===== config.mk =====
export PLATFORM = sky130hd
export DESIGN_NAME = vicp_frame_parser_unit
export DESIGN_NICKNAME = d
export VERILOG_FILES = /design/src/hw/rtl/vfp_pkg.sv /design/src/hw/rtl/vicp_frame_parser_unit.sv
export SDC_FILE = /design/constraint.sdc
export NUM_CORES = 1
export LEC_CHECK = 0
export BUFFER_PORTS_ARGS = -buffer_cell sky130_fd_sc_hd__buf_2
export CELL_PAD_IN_SITES_DETAIL_PLACEMENT = 0
export CELL_PAD_IN_SITES_GLOBAL_PLACEMENT = 1
export CORE_UTILIZATION = 48
export DETAILED_ROUTE_END_ITERATION = 10
export PLACE_DENSITY = 0.84
export SYNTH_ARGS = -nofsm -noshare
export SYNTH_HDL_FRONTEND = slang
export SYNTH_SLANG_ARGS = --single-unit

===== constraint.sdc =====
create_clock -name i_clk -period 9.8 [get_ports i_clk]
set_input_delay 1.96 -clock i_clk [delete_from_list [all_inputs] [get_ports i_clk]]
set_output_delay 1.96 -clock i_clk [all_outputs]
set_load 0.02 [all_outputs]

===== src/hw/rtl/vfp_pkg.sv =====
// vfp_pkg: shared types and constants of the vicp frame parser
package vfp_pkg;

    // symbol kinds from the tcp deframer
    localparam logic [2:0] K_DATA  = 3'd0;
    localparam logic [2:0] K_SRC   = 3'd1;
    localparam logic [2:0] K_DST   = 3'd2;
    localparam logic [2:0] K_OTHER = 3'd3;
    localparam logic [2:0] K_ERR   = 3'd4;

    // result classes
    localparam logic [2:0] C_SKIP     = 3'd0;
    localparam logic [2:0] C_OPCODE   = 3'd1;
    localparam logic [2:0] C_VERSION  = 3'd2;
    localparam logic [2:0] C_SEQUENCE = 3'd3;
    localparam logic [2:0] C_RESERVED = 3'd4;
    localparam logic [2:0] C_LENGTH   = 3'd5;
    localparam logic [2:0] C_PAYLOAD  = 3'd6;
    localparam logic [2:0] C_ERROR    = 3'd7;

    // expected header bytes
    localparam logic [7:0] VERSION_OK  = 8'h01;
    localparam logic [7:0] RESERVED_OK = 8'h00;

    // default service port, 0x0745
    localparam logic [15:0] SERVICE_PORT_RST = {8'h07, 8'h45};

    // parser phases
    typedef enum logic [12:0] {
        PH_SRC  = 13'b0_0000_0000_0001,
        PH_DST  = 13'b0_0000_0000_0010,
        PH_HDR  = 13'b0_0000_0000_0100,
        PH_VER  = 13'b0_0000_0000_1000,
        PH_SEQ  = 13'b0_0000_0001_0000,
        PH_RSV  = 13'b0_0000_0010_0000,
        PH_LEN0 = 13'b0_0000_0100_0000,
        PH_LEN1 = 13'b0_0000_1000_0000,
        PH_LEN2 = 13'b0_0001_0000_0000,
        PH_LEN3 = 13'b0_0010_0000_0000,
        PH_PAY0 = 13'b0_0100_0000_0000,
        PH_PAY  = 13'b0_1000_0000_0000,
        PH_SEG  = 13'b1_0000_0000_0000
    } t_phase;

endpackage


===== src/hw/rtl/vicp_frame_parser_unit.sv =====
// vicp_frame_parser_unit: classifies decoded tcp symbols into vicp frame fields
//
// Takes one decoded tcp symbol per cycle and returns one classified item for each.
// An accepted symbol is held in an input register, the parser state is
// updated from it by a single pass of logic and the item lands in the result register,
// and the sustained rate is one item per clock while nothing stalls. The input
// side stalls only while an input item is held and the result register is full and
// stalled downstream. The service port register may be written while no item is in flight.
module vicp_frame_parser_unit (
    input  logic        i_clk,
    input  logic        i_rst_n,
    // configuration
    input  logic        i_cfg_wr_en,
    input  logic [15:0] i_cfg_wr_data,
    // input channel
    input  logic        i_in_valid,
    output logic        o_in_stall,
    input  logic [2:0]  i_symbol_kind,
    input  logic [15:0] i_symbol_value,
    input  logic        i_from_receiver,
    // result channel
    output logic        o_out_valid,
    input  logic        i_out_stall,
    output logic [2:0]  o_field_class,
    output logic [7:0]  o_field_byte,
    output logic        o_frame_start,
    output logic        o_frame_end,
    output logic [31:0] o_frame_length,
    output logic        o_frame_from_receiver,
    output logic        o_header_bad
);

    // configuration and control registers
    logic [15:0]          r_service_port;
    logic                 r_in_vld;
    logic                 r_out_vld;

    // input register
    logic [2:0]           r_kind;
    logic [15:0]          r_value;
    logic                 r_dir;

    // parser state
    vfp_pkg::t_phase      r_phase, n_phase;
    logic                 r_chain, n_chain;
    logic [31:0]          r_rem,   n_rem;
    logic [31:0]          r_acc,   n_acc;
    logic                 r_cur_dir, n_cur_dir;

    // result register
    logic [2:0]           r_class,  n_class;
    logic [7:0]           r_byte,   n_byte;
    logic                 r_fstart, n_fstart;
    logic                 r_fend,   n_fend;
    logic                 r_bad,    n_bad;

    // working signals of the single pass
    vfp_pkg::t_phase      e_phase;
    logic                 e_chain;
    logic [31:0]          e_rem;
    logic [31:0]          e_acc;
    logic                 e_dir;
    logic                 is_data, is_src, is_dst, is_err;
    logic                 restart_pre;
    logic                 perr, pdone;
    logic [7:0]           sym_byte;
    logic [31:0]          acc_shift;
    logic                 rem_last;

    logic                 in_accept;
    logic                 advance;

    // handshake
    assign advance    = r_in_vld && (!r_out_vld || !i_out_stall);
    assign o_in_stall = r_in_vld && r_out_vld && i_out_stall;
    assign in_accept  = i_in_valid && !o_in_stall;

    // symbol decode
    assign is_err    = r_kind[2];
    assign is_data   = (r_kind == vfp_pkg::K_DATA);
    assign is_src    = (r_kind == vfp_pkg::K_SRC);
    assign is_dst    = (r_kind == vfp_pkg::K_DST);
    assign sym_byte  = r_value[7:0];
    assign acc_shift = {e_acc[23:0], sym_byte};
    assign rem_last  = (e_rem[31:1] == 31'd0);

    // restart checks and resumption before the phase logic
    always_comb begin
        restart_pre = !is_err && (
            (((r_phase != vfp_pkg::PH_SRC) || r_chain) && (r_dir != r_cur_dir)) ||
            (r_chain && !is_data) ||
            ((r_phase != vfp_pkg::PH_SRC) && (r_phase != vfp_pkg::PH_PAY) && is_src));
        e_phase = r_phase;
        e_chain = r_chain;
        e_rem   = r_rem;
        e_acc   = r_acc;
        e_dir   = r_cur_dir;
        if (restart_pre) begin
            e_phase = vfp_pkg::PH_SRC;
            e_chain = 1'b0;
            e_rem   = 32'd0;
            e_acc   = 32'd0;
            e_dir   = r_dir;
        end else begin
            if ((r_phase == vfp_pkg::PH_SRC) && !r_chain) begin
                e_dir = r_dir;
            end
            // data after a finished frame opens the next one
            if (r_chain && is_data) begin
                e_phase = vfp_pkg::PH_HDR;
                e_chain = 1'b0;
            end
            // data after a new segment header resumes the payload
            if ((r_phase == vfp_pkg::PH_SEG) && is_data) begin
                e_phase = vfp_pkg::PH_PAY;
            end
        end
    end

    // phase logic
    always_comb begin
        n_phase   = e_phase;
        n_chain   = e_chain;
        n_rem     = e_rem;
        n_acc     = e_acc;
        n_cur_dir = e_dir;
        n_class   = vfp_pkg::C_SKIP;
        n_fstart  = 1'b0;
        n_fend    = 1'b0;
        n_bad     = 1'b0;
        n_byte    = is_data ? sym_byte : 8'd0;
        perr      = 1'b0;
        pdone     = 1'b0;

        unique case (e_phase)
            vfp_pkg::PH_DST: begin
                if (!is_dst || (r_dir && (r_value != r_service_port))) begin
                    perr = 1'b1;
                end else begin
                    n_phase = vfp_pkg::PH_HDR;
                end
            end
            vfp_pkg::PH_HDR: begin
                if (is_data) begin
                    n_class  = vfp_pkg::C_OPCODE;
                    n_fstart = 1'b1;
                    n_acc    = 32'd0;
                    n_rem    = 32'd0;
                    n_phase  = vfp_pkg::PH_VER;
                end
            end
            vfp_pkg::PH_VER: begin
                if (!is_data) begin
                    perr = 1'b1;
                end else begin
                    n_class = vfp_pkg::C_VERSION;
                    n_bad   = (sym_byte != vfp_pkg::VERSION_OK);
                    n_phase = vfp_pkg::PH_SEQ;
                end
            end
            vfp_pkg::PH_SEQ: begin
                if (!is_data) begin
                    perr = 1'b1;
                end else begin
                    n_class = vfp_pkg::C_SEQUENCE;
                    n_phase = vfp_pkg::PH_RSV;
                end
            end
            vfp_pkg::PH_RSV: begin
                if (!is_data) begin
                    perr = 1'b1;
                end else begin
                    n_class = vfp_pkg::C_RESERVED;
                    n_bad   = (sym_byte != vfp_pkg::RESERVED_OK);
                    n_phase = vfp_pkg::PH_LEN0;
                end
            end
            vfp_pkg::PH_LEN0: begin
                if (!is_data) begin
                    perr = 1'b1;
                end else begin
                    n_class = vfp_pkg::C_LENGTH;
                    n_acc   = {24'd0, sym_byte};
                    n_phase = vfp_pkg::PH_LEN1;
                end
            end
            vfp_pkg::PH_LEN1: begin
                if (!is_data) begin
                    perr = 1'b1;
                end else begin
                    n_class = vfp_pkg::C_LENGTH;
                    n_acc   = acc_shift;
                    n_rem   = acc_shift;
                    n_phase = vfp_pkg::PH_LEN2;
                end
            end
            vfp_pkg::PH_LEN2: begin
                if (!is_data) begin
                    perr = 1'b1;
                end else begin
                    n_class = vfp_pkg::C_LENGTH;
                    n_acc   = acc_shift;
                    n_rem   = acc_shift;
                    n_phase = vfp_pkg::PH_LEN3;
                end
            end
            vfp_pkg::PH_LEN3: begin
                if (!is_data) begin
                    perr = 1'b1;
                end else begin
                    n_class = vfp_pkg::C_LENGTH;
                    n_acc   = acc_shift;
                    n_rem   = acc_shift;
                    // zero length ends the frame on its last length byte
                    if (acc_shift == 32'd0) begin
                        n_fend = 1'b1;
                        pdone  = 1'b1;
                    end else begin
                        n_phase = vfp_pkg::PH_PAY0;
                    end
                end
            end
            vfp_pkg::PH_PAY0, vfp_pkg::PH_PAY: begin
                if ((e_phase == vfp_pkg::PH_PAY) && is_src) begin
                    n_phase = vfp_pkg::PH_SEG;
                end else if (!is_data) begin
                    perr = 1'b1;
                end else begin
                    n_class = vfp_pkg::C_PAYLOAD;
                    n_phase = vfp_pkg::PH_PAY;
                    if (rem_last) begin
                        n_rem  = 32'd0;
                        n_fend = 1'b1;
                        pdone  = 1'b1;
                    end else begin
                        n_rem = e_rem - 32'd1;
                    end
                end
            end
            vfp_pkg::PH_SEG: begin
                // other headers of the new segment are skipped
                n_phase = vfp_pkg::PH_SEG;
            end
            default: begin
                // awaiting the source port
                if (!is_src || (!r_dir && (r_value != r_service_port))) begin
                    n_phase = vfp_pkg::PH_SRC;
                    perr    = 1'b1;
                end else begin
                    n_phase = vfp_pkg::PH_DST;
                end
            end
        endcase

        // outcome of the pass
        priority if (is_err || perr) begin
            n_phase   = vfp_pkg::PH_SRC;
            n_chain   = 1'b0;
            n_rem     = 32'd0;
            n_acc     = 32'd0;
            n_cur_dir = r_dir;
            n_class   = vfp_pkg::C_ERROR;
            n_bad     = 1'b0;
            n_fstart  = 1'b0;
            n_fend    = 1'b0;
        end else if (pdone) begin
            n_phase = vfp_pkg::PH_SRC;
            n_rem   = 32'd0;
            n_chain = 1'b1;
        end else begin
            n_chain = 1'b0;
        end
    end

    // control, configuration and parser state
    always_ff @(posedge i_clk) begin
        if (!i_rst_n) begin
            r_service_port <= vfp_pkg::SERVICE_PORT_RST;
            r_in_vld       <= 1'b0;
            r_out_vld      <= 1'b0;
            r_phase        <= vfp_pkg::PH_SRC;
            r_chain        <= 1'b0;
            r_rem          <= 32'd0;
            r_acc          <= 32'd0;
            r_cur_dir      <= 1'b0;
        end else begin
            if (i_cfg_wr_en) begin
                r_service_port <= i_cfg_wr_data;
            end
            if (in_accept) begin
                r_in_vld <= 1'b1;
            end else if (advance) begin
                r_in_vld <= 1'b0;
            end
            if (advance) begin
                r_out_vld <= 1'b1;
            end else if (!i_out_stall) begin
                r_out_vld <= 1'b0;
            end
            if (advance) begin
                r_phase   <= n_phase;
                r_chain   <= n_chain;
                r_rem     <= n_rem;
                r_acc     <= n_acc;
                r_cur_dir <= n_cur_dir;
            end
        end
    end

    // input and result payload registers
    always_ff @(posedge i_clk) begin
        if (in_accept) begin
            r_kind  <= i_symbol_kind;
            r_value <= i_symbol_value;
            r_dir   <= i_from_receiver;
        end
        if (advance) begin
            r_class  <= n_class;
            r_byte   <= n_byte;
            r_fstart <= n_fstart;
            r_fend   <= n_fend;
            r_bad    <= n_bad;
        end
    end

    // result item, length and direction follow the state after the item
    assign o_out_valid           = r_out_vld;
    assign o_field_class         = r_class;
    assign o_field_byte          = r_byte;
    assign o_frame_start         = r_fstart;
    assign o_frame_end           = r_fend;
    assign o_frame_length        = r_acc;
    assign o_frame_from_receiver = r_cur_dir;
    assign o_header_bad          = r_bad;

endmodule


==> summary.md, run 1 <==
| Metric | Value |
|---|---|
| Worst hold slack | `0.4660 ns` |
| Syn. warnings | `0` |
| Post-synthesis adder-cell area fraction | `0.1629%` |
| Die width | `128.5 um` |
| Met2 WL | `11.50 mm` |
| Worst Setup End Kind | `flip-flop` |
| Fmax achieved | `204.3 MHz` |
| Reg2reg path depth | `9` |
| Mux cell area share after synthesis | `3.405%` |
| Post CTS Setup Buffer Count | `0` |
| Cell count after placement | `1126` |
| Distinct cells, synth | `84` |
| Setup crit start kind | `primary input` |
| Post-synthesis simple-gate area fraction | `23.36%` |
| Number of max-cap violations | `0` |
| FFs w/ async S/R, synth | `0%` |
| Synthesized area per cell | `8.697 um^2` |
| First-pass GRT wire length | `40.43 mm` |
| Met3 Routed Length | `2.743 mm` |
| Finished Layout Cells | `1158` |
| Clk slew on worst S/H paths | `0.07 ns` |
| Vias after detailed routing | `7812` |
| Synth Flop Type | `dfxtp_1` |
| WL final | `26.00 mm` |
| Critical Path RT | `10.15 ns` |
| H-tree levels | `4` |
| Worst-path cell chain | `buf_2, nand2_1, nand2_1, inv_1, o31ai_4, nor4_4, nand2_1, o22ai_1` |
| Final GP Congestion | `0.9465` |
| Leakage | `3.238 nW` |
| Largest cells by area after synthesis | `dfxtp_1 (25%), edfxtp_1 (13%), a21oi_1 (4.4%), nand2_1 (4.2%), a22o_1 (3.4%)` |
| RR Startpoint | `r_phase[4]$_SDFFE_PN0P_` |
| Clock skew | `0.01341 ns` |
| Status | `finished, final reports clean` |
| Largest family of logic cells by synthesized area | `compound AO/OA/AOI/OAI gates` |
| Buffers on Ports | `89` |
| DPL Wire Length | `17.94 mm` |
| Part of the Yosys area used for sequential elements | `38.58%` |
| Yosys top cell area share | `25.29%` |
| Reg2Reg Setup Slack | `5.13 ns` |
| Setup violators final | `0` |
| DR iter-0 viols | `956` |
| Die area | `16510 um^2` |
| Critical Path Source | `i_out_stall` |
| I/O pin total | `90` |
| Antenna cells | `0` |
| Hold_buf cts | `0` |
| Via density per instance | `6.746` |
| Area of the mapped netlist | `7680 um^2` |
| Hold/Removal Path Class | `reg -> reg` |
| PostCTS Resize Cnt | `0` |
| EDFF count, synth | `34` |
| Post-route DRC | `0` |
| Worst Path Arrival | `5.25 ns` |
| ANT nets after route | `0` |
| Global route total overflow | `0` |
| Seq cells post-synth | `131` |
| Worst stage delay on the critical path | `0.87 ns` |
| Initial antenna violation count | `0` |
| Pwr Density | `148.2 nW/um^2` |
| DP Area | `8142 um^2` |
| Layout area overhead | `13.88%` |
| Largest buffer count on any clock path | `2` |
| Final hold viol count | `0` |
| Initial Util | `49.78%` |
| Total track usage | `32.28%` |
| TNS Setup | `0 ns` |
| Syn Nets | `925` |
| Min cycle time layout | `4.894 ns` |
| Yosys top cell by area | `dfxtp_1` |
| Largest net degree at the start of global routing | `77` |
| Final Cell Area | `8746 um^2` |
| Row count | `45` |
| CTS sink count | `131` |
| Cells after Synth | `883` |
| Wire per inst | `22.46 um` |
| Slew margin rel. | `14.67%` |
| VDD IR-drop max | `0.0001273 V` |
| Final-report max-slew violation count | `0` |
| Share of layout cells above drive strength 1 | `17.21%` |
| Total CTS buffers | `17` |
| Kind of critical path | `in -> reg` |
| Vert. Die Dim | `128.5 um` |
| DR pass1 iterations | `5` |
| Met1 WL | `11.13 mm` |
| Setup crit end | `r_rem[15]$_SDFFE_PN0P_` |
| R2r endpoint | `r_rem[5]$_SDFFE_PN0P_` |
| Core area | `15430 um^2` |
| RSZ-0062 raised after global routing | `false` |
| Complex-gate fraction of the synthesized area | `26.90%` |
| Worst path slowest cell | `inv_1` |
| Root buffer cell | `clkbuf_16` |
| Final #Nets | `976` |
| Final worst path period share | `49.94%` |
| Vias in the first global route | `7089` |
| Xor/xnor share of the synthesized area | `2.737%` |
| Most frequent CP cell | `nand2_1` |
| CTS tree | `done` |
| Highest metal layer with signal wires | `met4` |
| Least-Margin Pin Slew | `1.277 ns` |
| Clk_lat worst skew | `0.44 ns` |
| Crit-path max FO | `20` |
## area by class of cell
type | count | area (um^2)
Clock inverter | 15 | 178.9
Sequential cell | 131 | 2963
Fill cell | 1453 | 6681
Inverter | 12 | 45.04
Timing Repair Buffer | 97 | 505.5
Tap cell | 211 | 264.0
Clock buffer | 17 | 425.4
Multi-Input combinational cell | 675 | 4364
## cell usage after synthesis (17+ instances only)
cell	n
mux2i_1	25
nor2_1	67
nor3_1	27
nor4_1	17
clkbuf_1	31
a21oi_1	68
dfxtp_1	97
buf_2	19
nand2_1	86
o21ai_0	48
xnor2_1	19
a22o_1	30
edfxtp_1	34
nand3_1	33
## power breakdown
part           switching (mW)  internal [mW]  total, mW
clock                   0.298          0.345      0.644
combinational          0.0467         0.0260     0.0727
sequential             0.0121          0.568      0.580
total                   0.357          0.939       1.30
## cells in the final DEF, fill, tap and decap left out, types with 9 or more instances in the layout
| cell type | count |
|---|---|
| dfxtp_1 | 97 |
| buf_2 | 89 |
| nand2_1 | 86 |
| a21oi_1 | 68 |
| nor2_1 | 67 |
| o21ai_0 | 48 |
| edfxtp_1 | 34 |
| nand3_1 | 33 |
| a22o_1 | 30 |
| nor3_1 | 27 |
| mux2i_1 | 25 |
| xnor2_1 | 19 |
| clkbuf_16 | 17 |
| and2_1 | 16 |
| nand4_1 | 16 |
| nor4_1 | 16 |
| a31oi_1 | 16 |
| o2bb2ai_1 | 16 |
| inv_1 | 12 |
| or4_1 | 11 |
| o31ai_1 | 11 |
| o21a_1 | 9 |
## per-layer routing
| metal | up-vias | track usage (%) |
|---|---|---|
| met5 | - | 0 |
| met4 | 0 | 12.39 |
| met3 | 58 | 6.154 |
| met2 | 499 | 48.78 |
| met1 | 3754 | 45.54 |
| li1 | 3501 | - |
## worst max-delay path, delay by kind of cell
kind / cells / cell delay [ns]
AND/OR/NAND/NOR: 4 / 1.76
buffers and inverters: 2 / 0.98
AO/OA/AOI/OAI: 2 / 0.54
## sequential cells by signal, indices dropped and copies added (netlist names), 3 cells and up
signal,cells
o_frame_length,32
r_service_port,16
o_field_byte,8
r_value,16
r_phase,13
r_kind,3
r_rem,32
o_field_class,3
## how the worst min path moves through the flow
stage / from / to / slack, ns / cells past startpoint
detailed placement: o_frame_length[30]$_SDFFE_PN0P_ / o_frame_length[30]$_SDFFE_PN0P_ / 0.45 / 1
CTS: o_frame_length[30]$_SDFFE_PN0P_ / o_frame_length[30]$_SDFFE_PN0P_ / 0.47 / 1
global route: o_frame_length[24]$_SDFFE_PN0P_ / o_frame_length[24]$_SDFFE_PN0P_ / 0.50 / 1
global placement: o_frame_length[28]$_SDFFE_PN0P_ / o_frame_length[28]$_SDFFE_PN0P_ / 0.44 / 1
finish: o_frame_length[30]$_SDFFE_PN0P_ / o_frame_length[30]$_SDFFE_PN0P_ / 0.47 / 1
floorplan: r_rem[26]$_SDFFE_PN0P_ / r_rem[26]$_SDFFE_PN0P_ / 0.44 / 1
## cell families (layout without fill, tap and decap cells)
family	count (synthesis)	in the layout
simple gates	333	333
compound gates	291	291
buf+inv	77	141
xor+xnor	24	24
mux	26	26
fa+ha+maj	1	1
flops	131	131
## per-stage QoR
stage | power (mW) | setup slack, ns | util, %
2_1_floorplan | 0.6364 | 5.594 | -
3_3_place_gp | 0.6609 | 4.712 | 52.77
3_5_place_dp | 0.6633 | 4.538 | 52.77
4_1_cts | 1.303 | 4.991 | 56.69
5_1_grt | 1.333 | 4.643 | 56.69
6_report | 1.296 | 4.906 | 56.69
No activity file was read; power rests on OpenSTA's default activity.
==> run 2: changes to the inputs <==
--- a/config.mk
+++ b/config.mk
@@ -8,9 +8,9 @@
 export BUFFER_PORTS_ARGS = -buffer_cell sky130_fd_sc_hd__buf_2
 export CELL_PAD_IN_SITES_DETAIL_PLACEMENT = 0
 export CELL_PAD_IN_SITES_GLOBAL_PLACEMENT = 1
-export CORE_UTILIZATION = 48
+export CORE_UTILIZATION = 45
 export DETAILED_ROUTE_END_ITERATION = 10
-export PLACE_DENSITY = 0.84
+export PLACE_DENSITY = 0.8
 export SYNTH_ARGS = -nofsm -noshare
 export SYNTH_HDL_FRONTEND = slang
 export SYNTH_SLANG_ARGS = --single-unit
==> constraint.sdc (replaced) <==
create_clock -name i_clk -period 4.96 [get_ports i_clk]
set_input_delay 0.992 -clock i_clk [delete_from_list [all_inputs] [get_ports i_clk]]
set_output_delay 0.992 -clock i_clk [all_outputs]
set_load 0.02 [all_outputs]
==> summary.md, run 2 (synthesis results as in run 1) <==
| Metric | Value |
|---|---|
| Status | `finished, final reports clean (unchanged)` |
| Worst-path cell chain | `nor4_2, nand4_1, a22oi_2, buf_4, nand3_1, nand3_1, a21oi_1, a31o_2, a22o_1 (was buf_2, nand2_1, nand2_1, inv_1, o31ai_4, nor4_4, nand2_1, o22ai_1)` |
| Worst stage delay on the critical path | `0.60 ns (was 0.87 ns)` |
| Most common cell after layout, fill and taps aside | `dfxtp_1 (unchanged)` |
| Clk slew on worst S/H paths | `0.06 ns (was 0.07 ns)` |
| Clock skew | `0.007565 ns (was 0.01341 ns)` |
| Final GP Congestion | `0.9602 (was 0.9465)` |
| Hold_buf cts | `0 (unchanged)` |
| CTS sink count | `131 (unchanged)` |
| Via density per instance | `6.477 (was 6.746)` |
| Slew margin rel. | `18.70% (was 14.67%)` |
| CTS tree | `done (unchanged)` |
| Final worst path period share | `80.67%` |
| WHS Path Cells | `1 (unchanged)` |
| Least-Margin Pin Slew | `1.217 ns (was 1.277 ns)` |
| Buffers on Ports | `89 (unchanged)` |
| Leakage | `3.261 nW (was 3.238 nW)` |
| Total track usage | `29.64% (was 32.28%)` |
| Vias in the first global route | `6901 (was 7089)` |
| Number of max-cap violations | `0 (unchanged)` |
| ANT nets after route | `0 (unchanged)` |
| Kind of critical path | `reg -> reg (was in -> reg)` |
| Final hold viol count | `0 (unchanged)` |
| Core area | `16640 um^2 (was 15430 um^2)` |
| Setup crit start kind | `flip-flop (was primary input)` |
| Antenna cells | `0 (unchanged)` |
| Worst Setup End Kind | `flip-flop (unchanged)` |
| WL final | `25.41 mm (was 26.00 mm)` |
| Total CTS buffers | `17 (unchanged)` |
| Global route total overflow | `0 (unchanged)` |
| Worst path slowest cell | `nand3_1 (was inv_1)` |
| Fmax achieved | `249.9 MHz` |
| Crit-path max FO | `26 (was 20)` |
| Post-route DRC | `0 (unchanged)` |
| First-pass GRT wire length | `40.03 mm (was 40.43 mm)` |
| Initial Util | `46.15% (was 49.78%)` |
| Final Cell Area | `8790 um^2 (was 8746 um^2)` |
| Vias after detailed routing | `7604 (was 7812)` |
| TNS Setup | `0 ns (unchanged)` |
| Most frequent CP cell | `nand3_1 (was nand2_1)` |
| Pwr Density | `288.6 nW/um^2 (was 148.2 nW/um^2)` |
| Layout area overhead | `14.45% (was 13.88%)` |
| Die area | `17590 um^2 (was 16510 um^2)` |
| Largest buffer count on any clock path | `2 (unchanged)` |
| PostCTS Resize Cnt | `0 (unchanged)` |
| Hold/Removal Path Class | `reg -> reg (unchanged)` |
| Worst Path Arrival | `4.32 ns (was 5.25 ns)` |
| RSZ-0062 raised after global routing | `false (unchanged)` |
| DR iter-0 viols | `848 (was 956)` |
| DR pass1 iterations | `6 (was 5)` |
| Leading cell types in the layout, fill and taps excluded | `dfxtp_1 (97), buf_2 (89), nand2_1 (86) (unchanged)` |
| Multi-input logic area | `4372 um^2 (was 4364 um^2)` |
| H-tree levels | `4 (unchanged)` |
| Final #Nets | `983 (was 976)` |
| I/O pin total | `90 (unchanged)` |
| Final-report max-slew violation count | `0 (unchanged)` |
| Reg2reg path depth | `9 (unchanged)` |
| Share of layout cells above drive strength 1 | `17.71% (was 17.21%)` |
| Largest net degree at the start of global routing | `53 (was 77)` |
| Die width | `132.6 um (was 128.5 um)` |
| Vert. Die Dim | `132.6 um (was 128.5 um)` |
| Row count | `47 (was 45)` |
| Initial antenna violation count | `0 (unchanged)` |
| Min cycle time layout | `4.001 ns` |
| VDD IR-drop max | `0.0002476 V (was 0.0001273 V)` |
| Root buffer cell | `clkbuf_16 (unchanged)` |
| DP Area | `8213 um^2 (was 8142 um^2)` |
| Post CTS Setup Buffer Count | `0 (unchanged)` |
| Register cell area after layout | `2963 um^2 (unchanged)` |
| Fillers | `1577 (was 1453)` |
| Clk_lat worst skew | `0.43 ns (was 0.44 ns)` |
| Wire per inst | `21.64 um (was 22.46 um)` |
| DPL Wire Length | `18.02 mm (was 17.94 mm)` |
| Critical Path RT | `5.28 ns (was 10.15 ns)` |
| Setup violators final | `0 (unchanged)` |
| Worst hold slack | `0.4671 ns (was 0.4660 ns)` |
==> run 2: cell types whose count changed in the layout (fill, tap and decap cells not counted), moves of 2 or more <==
cell       delta
clkinv_1      +3
inv_6         -5
inv_8         -4
buf_4         +7
clkinv_2      +3
clkinv_4      +4
bufinv_16     +2
clkinv_8      -5
==> run 2: critical path, delay by kind of cell (launching register included) <==
| family | cells | cell delay (ns) |
|---|---|---|
| DFF | 1 | 0.45 |
| buffers and inverters | 1 | 0.41 |
| AOI/OAI and AO/OA | 4 | 1.36 |
| and+or+nand+nor | 4 | 1.67 |
==> run 2: layer usage <==
layer	global-route usage [%]	vias up	wire length (um)
met2	44.59	437	11130
met1	41.20	3617	11420
met5	0	-	0
li1	-	3500	-
met3	6.705	50	2228
met4	11.43	0	630
==> run 2: power breakdown <==
part           internal, mW  switching, mW
combinational        0.0541         0.0915
sequential             1.12         0.0231
clock                 0.748          0.497
==> run 2: per-stage QoR <==
step	cells	setup WS (ns)	power [mW]	utilization, %
after floorplan	883	1.474	1.257	-
after CTS	1174	1.032	2.543	52.82
after global placement	1142	1.139	1.312	49.35
final	1174	0.9585	2.536	52.82
after detailed placement	1142	1.011	1.312	49.35
after global routing	1174	0.6878	2.610	52.82
==> run 2: area by class of cell <==
cell class	count	area share, %
Timing Repair Buffer	104	6.349
Clock inverter	14	1.566
Multi-Input combinational cell	675	49.74
Clock buffer	18	4.996
Inverter	12	0.5125
Sequential cell	131	33.71
Tap cell	220	3.132
==> run 2: path summary, 6_finish.rpt <==
path	start	to	slack, ns
min reg2reg	o_frame_length[30]$_SDFFE_PN0P_	o_frame_length[30]$_SDFFE_PN0P_	0.47
max	r_phase[8]$_SDFFE_PN0P_	r_rem[2]$_SDFFE_PN0P_	0.96
max reg2reg	r_phase[8]$_SDFFE_PN0P_	r_rem[2]$_SDFFE_PN0P_	0.96
min	o_frame_length[30]$_SDFFE_PN0P_	o_frame_length[30]$_SDFFE_PN0P_	0.47
==> run 3: changes to the inputs <==
==> constraint.sdc (replaced) <==
create_clock -name i_clk -period 3.93 [get_ports i_clk]
set_input_delay 0.786 -clock i_clk [delete_from_list [all_inputs] [get_ports i_clk]]
set_output_delay 0.786 -clock i_clk [all_outputs]
set_load 0.02 [all_outputs]
==> summary.md, run 3 (synthesis results as in run 1) <==
| Metric | Value |
|---|---|
| Status | `finished, final reports clean (unchanged)` |
| First-pass GRT wire length | `41.17 mm (was 40.03 mm)` |
| CP bufs+invs | `3 (was 1)` |
| Largest buffer count on any clock path | `2 (unchanged)` |
| Number of max-cap violations | `0 (unchanged)` |
| Worst Path Arrival | `4.06 ns (was 4.32 ns)` |
| Final hold viol count | `0 (unchanged)` |
| Total track usage | `30.76% (was 29.64%)` |
| Vias after detailed routing | `7702 (was 7604)` |
| Row count | `47 (unchanged)` |
| Root buffer cell | `clkbuf_16 (unchanged)` |
| Least-Margin Pin Slew | `0.9616 ns (was 1.217 ns)` |
| Core area | `16640 um^2 (unchanged)` |
| Crit-path leading delay family | `simple AND/OR/NAND/NOR gates (unchanged)` |
| Fmax achieved | `271.7 MHz (was 249.9 MHz)` |
| DPL Wire Length | `18.63 mm (was 18.02 mm)` |
| Post-layout util | `54.27% (was 52.82%)` |
| Via density per instance | `6.440 (was 6.477)` |
| Clk slew on worst S/H paths | `0.07 ns (was 0.06 ns)` |
| Kind of critical path | `reg -> reg (unchanged)` |
| Layout area overhead | `17.60% (was 14.45%)` |
| Pre-CTS setup slack | `0.3768 ns (was 1.011 ns)` |
| PostCTS Resize Cnt | `0 (unchanged)` |
| Clock skew | `0.008991 ns (was 0.007565 ns)` |
| Final-report max-slew violation count | `0 (unchanged)` |
| Vias in the first global route | `6967 (was 6901)` |
| Pwr Density | `378.2 nW/um^2 (was 288.6 nW/um^2)` |
| Initial Util | `46.15% (unchanged)` |
| H-tree levels | `4 (unchanged)` |
| DR iter-0 viols | `908 (was 848)` |
| Global route total overflow | `0 (unchanged)` |
| Hold_buf cts | `0 (unchanged)` |
| Total power | `3.415 mW (was 2.536 mW)` |
| Setup crit start kind | `flip-flop (unchanged)` |
| Most common cell after layout, fill and taps aside | `dfxtp_1 (unchanged)` |
| Final #Nets | `1005 (was 983)` |
| Post CTS Setup Buffer Count | `0 (unchanged)` |
| Total CTS buffers | `17 (unchanged)` |
| Slew margin rel. | `35.60% (was 18.70%)` |
| Cell count after placement | `1164 (was 1142)` |
| Worst-path cell chain | `nor4_4, nand4_1, a22oi_2, buf_12, buf_4, nand3_1, nor2_1, buf_4, a32oi_1, o21ai_0, a22o_1 (was nor4_2, nand4_1, a22oi_2, buf_4, nand3_1, nand3_1, a21oi_1, a31o_2, a22o_1)` |
| Worst Setup End Kind | `flip-flop (unchanged)` |
| Reg2Reg Setup Slack | `0.25 ns (was 0.96 ns)` |
| Critical Path RT | `4.30 ns (was 5.28 ns)` |
| Crit-path max FO | `45 (was 26)` |
| Worst path slowest cell | `nor4_4 (was nand3_1)` |
| WL final | `26.66 mm (was 25.41 mm)` |
| Min cycle time layout | `3.681 ns (was 4.001 ns)` |
| Leading cell types in the layout, fill and taps excluded | `dfxtp_1 (97), buf_2 (89), nand2_1 (86) (unchanged)` |
| RSZ-0062 raised after global routing | `false (unchanged)` |
| Final worst path period share | `93.66% (was 80.67%)` |
| Vert. Die Dim | `132.6 um (unchanged)` |
| I/O pin total | `90 (unchanged)` |
| ANT nets after route | `0 (unchanged)` |
| Initial antenna violation count | `0 (unchanged)` |
| CTS tree | `done (unchanged)` |
| Setup violators final | `0 (unchanged)` |
| Most frequent CP cell | `buf_4 (was nand3_1)` |
| Final GP Congestion | `0.9151 (was 0.9602)` |
| DR pass1 iterations | `5 (was 6)` |
| Post-route DRC | `0 (unchanged)` |
| VDD IR-drop max | `0.0002794 V (was 0.0002476 V)` |
| Hold/Removal Path Class | `reg -> reg (unchanged)` |
| Antenna cells | `0 (unchanged)` |
| Buffers on Ports | `89 (unchanged)` |
| Worst setup margin | `0.2492 ns (was 0.9585 ns)` |
| Share of layout cells above drive strength 1 | `19.67% (was 17.71%)` |
| Worst stage delay on the critical path | `0.53 ns (was 0.60 ns)` |
| Finished Layout Cells | `1196 (was 1174)` |
| Die width | `132.6 um (unchanged)` |
| TNS Setup | `0 ns (unchanged)` |
| Wire per inst | `22.29 um (was 21.64 um)` |
| Largest net degree at the start of global routing | `46 (was 53)` |
| Clk_lat worst skew | `0.43 ns (about the same)` |
| Die area | `17590 um^2 (unchanged)` |
| CTS sink count | `131 (unchanged)` |
| Leakage | `3.406 nW (was 3.261 nW)` |
run 3: changes by cell type in the layout (fill, tap and decap cells not counted), moves of 2 or more:
cell | before | now
inv_6 | 1 | 5
bufinv_16 | 2 | 4
buf_4 | 15 | 36
clkinv_4 | 4 | 1
clkinv_1 | 3 | 1
clkinv_2 | 3 | 1
run 3: stage by stage:
step / area (um^2) / hold WS [ns]
after floorplan: 7680 / 0.4391
after global placement: 8384 / 0.4450
after detailed placement: 8384 / 0.4428
after CTS: 9031 / 0.4607
after global routing: 9031 / 0.4741
final: 9031 / 0.4578
run 3: power by group:
group	switching [mW]	internal (mW)	total, mW
sequential	0.0285	1.42	1.44
combinational	0.120	0.0698	0.190
clock	0.674	1.11	1.78
run 3: layer usage:
| layer | vias up | track usage, % | part of all wire (%) |
|---|---|---|---|
| met5 | - | 0 | 0 |
| met3 | 73 | 7.395 | 11 |
| met2 | 476 | 45.56 | 44 |
| met4 | 0 | 12.13 | 2.9 |
| met1 | 3606 | 42.97 | 43 |
| li1 | 3547 | - | - |
run 3: area by class of cell:
type | count | area [um^2]
Inverter | 12 | 45.04
Clock inverter | 14 | 196.4
Tap cell | 220 | 275.3
Clock buffer | 18 | 450.4
Fill cell | 1553 | 7611
Sequential cell | 131 | 2963
Multi-Input combinational cell | 675 | 4365
Timing Repair Buffer | 126 | 735.7
run 3: path summary, 6_finish.rpt:
kind / from / end / cells past startpoint
setup / recovery: r_phase[4]$_SDFFE_PN0P_ / r_rem[7]$_SDFFE_PN0P_ / 11
hold / removal: o_frame_length[30]$_SDFFE_PN0P_ / o_frame_length[30]$_SDFFE_PN0P_ / 1
setup reg to reg: r_phase[4]$_SDFFE_PN0P_ / r_rem[7]$_SDFFE_PN0P_ / 11
hold reg to reg: o_frame_length[30]$_SDFFE_PN0P_ / o_frame_length[30]$_SDFFE_PN0P_ / 1
run 3: worst reg2reg max path, cell delays in order (launching register included):
cell and delay (ns):
dfxtp_1 0.42, nor4_4 0.54, nand4_1 0.31, a22oi_2 0.28
buf_12 0.26, buf_4 0.40, nand3_1 0.33, nor2_1 0.54
buf_4 0.26, a32oi_1 0.06, o21ai_0 0.10, a22o_1 0.15
